**config.mk**
```make
export PLATFORM = sky130hd
export DESIGN_NAME = mf3_median
export DESIGN_NICKNAME = d
export VERILOG_FILES = /design/src/rtl/mf3_pkg.sv /design/src/rtl/mf3_median.sv
export SDC_FILE = /design/constraint.sdc
export NUM_CORES = 1
export LEC_CHECK = 0
export BUFFER_PORTS_ARGS = -buffer_cell sky130_fd_sc_hd__buf_2
export CORE_MARGIN = 4
export CORE_UTILIZATION = 51
export CTS_CLUSTER_DIAMETER = 60
export DETAILED_ROUTE_END_ITERATION = 10
export HOLD_SLACK_MARGIN = 0.08
export PLACE_DENSITY_LB_ADDON = 0.2
export SETUP_SLACK_MARGIN = 0.2
export SLEW_MARGIN = 20
export SYNTH_ARGS = -nofsm -noshare
export SYNTH_HDL_FRONTEND = slang
export SYNTH_SLANG_ARGS = --single-unit
```
**constraint.sdc**
```tcl
create_clock -name clk -period 15.9 [get_ports clk]
set_clock_uncertainty 0.05 [all_clocks]
set_input_delay 1.59 -clock clk [delete_from_list [all_inputs] [get_ports clk]]
set_output_delay 1.59 -clock clk [all_outputs]
set_load 0.01 [all_outputs]
```
**src/rtl/mf3_pkg.sv**
```systemverilog
`default_nettype none
// ----------------------------------------------------------------------------
// mf3_pkg: shared definitions for the 3x3 median filter
// Widths, size limits, configuration register indexes and the stage-enable
// struct that the top level passes to the median datapath.
// ----------------------------------------------------------------------------
package mf3_pkg;

	localparam int unsigned MAX_WIDTH  = 512;
	localparam int unsigned MAX_HEIGHT = 512;
	localparam int unsigned MIN_SIZE   = 3;

	localparam int unsigned PIX_W  = 8;
	localparam int unsigned SIZE_W = 10;
	localparam int unsigned POS_W  = 9;
	localparam int unsigned ADDR_W = $clog2(MAX_WIDTH);
	localparam int unsigned IDX_W  = 1;

	// Configuration register indexes.
	localparam logic [IDX_W-1:0] REG_IMAGE_WIDTH  = 1'd0;
	localparam logic [IDX_W-1:0] REG_IMAGE_HEIGHT = 1'd1;

	typedef logic [PIX_W-1:0] pix_t;
	typedef pix_t [8:0]       win9_t;

	// Load enables for the two register stages of the median datapath.
	typedef struct packed {
		logic en_s2;
		logic en_s3;
	} med_ctrl_t;

endpackage
`default_nettype wire

```
**src/rtl/mf3_median.sv**
```systemverilog
`default_nettype none
// ----------------------------------------------------------------------------
// mf3_median: pipelined median of nine pixels
// Stage two sorts each group of three; stage three takes the maximum of the
// minimums, the median of the medians and the minimum of the maximums. The
// median of those three, formed after stage three, is the median of nine.
// ----------------------------------------------------------------------------
module mf3_median (
	input  wire logic               clk,
	input  wire mf3_pkg::med_ctrl_t ctrl,
	input  wire mf3_pkg::win9_t     win,
	output mf3_pkg::pix_t           med
);

	function automatic mf3_pkg::pix_t min2(input mf3_pkg::pix_t a, input mf3_pkg::pix_t b);
		return (a < b) ? a : b;
	endfunction

	function automatic mf3_pkg::pix_t max2(input mf3_pkg::pix_t a, input mf3_pkg::pix_t b);
		return (a < b) ? b : a;
	endfunction

	function automatic mf3_pkg::pix_t med3(input mf3_pkg::pix_t a, input mf3_pkg::pix_t b,
			input mf3_pkg::pix_t c);
		return max2(min2(a, b), min2(max2(a, b), c));
	endfunction

	mf3_pkg::pix_t lo_s2 [3];
	mf3_pkg::pix_t md_s2 [3];
	mf3_pkg::pix_t hi_s2 [3];

	mf3_pkg::pix_t lo_max_s3;
	mf3_pkg::pix_t md_med_s3;
	mf3_pkg::pix_t hi_min_s3;

	always_ff @(posedge clk) begin
		if (ctrl.en_s2) begin
			for (int k = 0; k < 3; k++) begin
				lo_s2[k] <= min2(min2(win[3*k], win[3*k+1]), win[3*k+2]);
				md_s2[k] <= med3(win[3*k], win[3*k+1], win[3*k+2]);
				hi_s2[k] <= max2(max2(win[3*k], win[3*k+1]), win[3*k+2]);
			end
		end
	end

	always_ff @(posedge clk) begin
		if (ctrl.en_s3) begin
			lo_max_s3 <= max2(max2(lo_s2[0], lo_s2[1]), lo_s2[2]);
			md_med_s3 <= med3(md_s2[0], md_s2[1], md_s2[2]);
			hi_min_s3 <= min2(min2(hi_s2[0], hi_s2[1]), hi_s2[2]);
		end
	end

	assign med = med3(lo_max_s3, md_med_s3, hi_min_s3);

endmodule
`default_nettype wire

```
==> out/results.ini <==
[cells_and_area]
area_growth_pct=9.648
fin_util_pct=57.47
final-instance-count-excl-fill=1354
diodes=0
multi_input_area_mm2=0.006060
nets=1349
drive_gt1_share_pct=14.49
area.sequential_mm2=0.002883
fillers=1602

[logic_synthesis]
netlist_instances=1049
synth_top_area_share_pct=30.20
synthArstFlopShare_pct=0
synth_simple_gate_area_share_pct=11.14
synth_top_family_by_area=adder cells
synth_edf_count=96
synth.largest_area_cell=edfxtp_1
synth-main-ff-cell=edfxtp_1
avgSynthCellArea_um2=9.098
synthTopCellsByArea=edfxtp_1, ha_1, mux2i_1, inv_1, mux2_2
netlist_area_mm2=0.009544
synth_nets=1278
synthMuxAreaShare_pct=13.25
synth_fa_ha_area_share_pct=20.19
synth_seq_cells=96
synthXorXnorAreaFrac_pct=0
synth_compound_area_share_pct=18.63
seq_area_frac_synth_pct=30.20
ys_warn_count=0
yosysUniqueCellTypes=62

[grt]
grt_overflow_total=0
antenna_found_initial=0
grt_max_degree=73
grt_first_pass_wirelength_um=34900
grt_pass1_vias=7089
track_usage_pct=21.10

[cts]
cts_tree=done
postCtsSetupRepairBufs=0
ctsHtreeMaxLevel=3
cts.path.max_buffers=2
ctsHoldBuffers=0
cts-root-buf=clkbuf_16
post_cts_resized=0
cts_sinks=96
cts_buffers=9
clk_latency_ps=340
clk_transition_reported_paths_ps=70

[die]
die_h_um=144.8
pin_count=83
start_util_pct=52.42
rows=49
die_x_um=144.8
die-area_mm2=0.02097
coreArea_mm2=0.01821

[power_and_ir_drop]
pwr-share-seq_pct=23.3
p_sw_share_pct=44.79
netSwitchingPower_w=0.0008578
irDropWorstVdd_v=0.0001254
combPwrFrac_pct=65.7
p_per_area_mw_per_mm2=183.0
pwr-share-clk_pct=10.9
p_int_w=0.001057
p_leak_nw=5.014

[critical_path]
start_kind=register
worstSetupPathType=reg2out
cp_data_required_time_ps=14260
r2r_cells=21
rr_startpoint=md_s2[0][1]$_DFFE_PP_
slowest_stage=o31a_1
reg2reg_slack_ps=9640
worstPathArrival_ps=5750
worstPathCellList=ha_1 -> a21o_1 -> a21o_1 -> a21oi_1 -> o31a_1 -> mux2_2 -> ha_1 -> a21o_1 -> a21o_1 -> a21o_1 -> nor2_1 -> a21oi_4 -> mux2i_1 -> ha_1 -> nand4_1 -> or2_2 -> o21ai_2 -> mux2i_1 -> buf_2
crit_path_max_fanout=23
end_kind=output port
worst_r2r_endpoint=md_med_s3[0]$_DFFE_PP_
max_stage_delay_ps=690
path_common_cell=a21o_1

[placed_design]
placed_cells=1338
gp_congestion=0.9004
dp_slack_ps=7802
dp_hpwl_um=18210
io_buffers=82

[status]
status=completed

[hold_path]
worst_hold_path_type=reg2reg
min_to=lo_max_s3[3]$_DFFE_PP_
min_from=lo_s2[0][19]$_DFFE_PP_
hold_depth=1

[job]
maxCapViolCount=0

[route]
routed_via_density=5.614
ant_nets=0
post_drt_wl_per_cell_um=16.13
drt_iter0_markers=491
routed_wl_um=21840
vias=7601
drc=0
drt_first_pass_iters=5

[sta]
finalCritPeriodShare_pct=46.50
tns_ps=0
rsz0062_at_grt=false
worstMarginPinSlew_ps=1043
setup_slack_ps=8506
setup_viol=0
fmaxAchievable_mhz=135.2
relSlewSlack_pct=30.44
final_max_slew_viol_count=0
period_minus_slack_ps=7394
hold_slack_ps=547.6
hold_viol=0

per-layer routing:
| layer | wire (um) | vias to the layer above | GRT usage (%) |
|---|---|---|---|
| met4 | 379 | 0 | 5.351 |
| li1 | - | 3977 | - |
| met3 | 767 | 18 | 1.775 |
| met2 | 10240 | 125 | 35.56 |
| met5 | 0 | - | 0 |
| met1 | 10460 | 3481 | 29.40 |
power by group through the flow:
stage	logic, W	registers (W)	clock network, W
after floorplan	0.000975	0.000419	0
after global placement	0.00123	0.000450	0
after detailed placement	0.00126	0.000451	0
after CTS	0.00126	0.000446	0.000214
after global routing	0.00144	0.000454	0.000224
final	0.00126	0.000447	0.000209
logic make-up (layout without fill, tap and decap cells):
group | count (synthesis) | after routing
muxes | 119 | 119
and+or+nand+nor | 239 | 239
buffers and inverters | 161 | 237
DFF | 96 | 96
AOI/OAI and AO/OA | 280 | 280
adders and majority gates | 154 | 154
cell usage in the layout, fill, tap and decap left out, types with 4 or more instances in the layout:
cell / Yosys / layout
ha_1: 154 / 154
inv_1: 135 / 135
edfxtp_1: 96 / 96
nand2_1: 86 / 86
nor2_1: 82 / 82
buf_2: 16 / 82
a21oi_1: 74 / 74
mux2i_1: 63 / 63
o21ai_1: 57 / 55
o21ai_0: 45 / 45
mux2_2: 39 / 39
a21o_1: 23 / 23
nand4_1: 16 / 16
mux2_1: 16 / 16
a211oi_1: 14 / 14
nor3_1: 11 / 11
o21a_1: 10 / 10
nand3_1: 9 / 9
clkbuf_16: 0 / 9
nand2b_1: 7 / 7
o21ai_2: 5 / 7
o211ai_1: 6 / 6
nor2b_1: 6 / 6
o31a_1: 4 / 4
a221oi_1: 4 / 4
o2111ai_1: 4 / 4
or2_2: 4 / 4
a211o_1: 4 / 4
o31ai_1: 4 / 4
and3_1: 4 / 4
buf_4: 1 / 4
critical path: cells and delay by family (launching register included):
kind	cells	cell delay, ps
AOI/OAI and AO/OA	9	2280
adders and majority gates	3	950
muxes	3	860
and+or+nand+nor	3	710
DFF	1	440
buffers and inverters	1	160
stage by stage:
stage                     total power [W]  cell area (um2)
after floorplan                  0.001395             9544
after global placement           0.001683            10150
after detailed placement         0.001706            10150
after CTS                        0.001925            10440
after global routing             0.002114            10470
final                            0.001915            10470
area by class of cell:
| type | instances | area share (%) |
|---|---|---|
| well taps | 229 | 2.738 |
| multi-input cells | 792 | 57.90 |
| clock inverters | 6 | 0.5739 |
| repair buffers | 86 | 4.209 |
| flip-flops and latches | 96 | 27.55 |
| inverters | 135 | 4.842 |
| clock buffers | 10 | 2.188 |
Yosys cell counts (5+ instances only):
cell type	n
mux2_2	39
nand4_1	16
buf_2	16
o211ai_1	6
nor3_1	11
mux2i_1	63
o21a_1	10
nand2_1	86
nor2_1	82
edfxtp_1	96
o21ai_0	45
a211oi_1	14
o21ai_1	57
ha_1	154
a21oi_1	74
clkbuf_1	8
o21ai_2	5
a21o_1	23
mux2_1	16
nand2b_1	7
nand3_1	9
nor2b_1	6
inv_1	135
registers in the layout, indices dropped and copies added (netlist names):
register,flops
hi_s2,24
lo_s2,24
md_s2,24
hi_min_s3,8
lo_max_s3,8
md_med_s3,8
worst max path at each step:
| stage | from | endpoint | slack (ps) |
|---|---|---|---|
| 4_1_cts | win[35] | md_s2[0][13]$_DFFE_PP_ | 8170 |
| 3_5_place_dp | win[35] | md_s2[0][9]$_DFFE_PP_ | 7800 |
| 5_1_grt | win[5] | md_s2[0][0]$_DFFE_PP_ | 8040 |
| 3_3_place_gp | win[35] | md_s2[0][13]$_DFFE_PP_ | 7950 |
| 2_1_floorplan | win[13] | md_s2[0][0]$_DFFE_PP_ | 9320 |
| 6_report | lo_max_s3[5]$_DFFE_PP_ | med[6] | 8510 |
(Power assumes the default switching activity.)
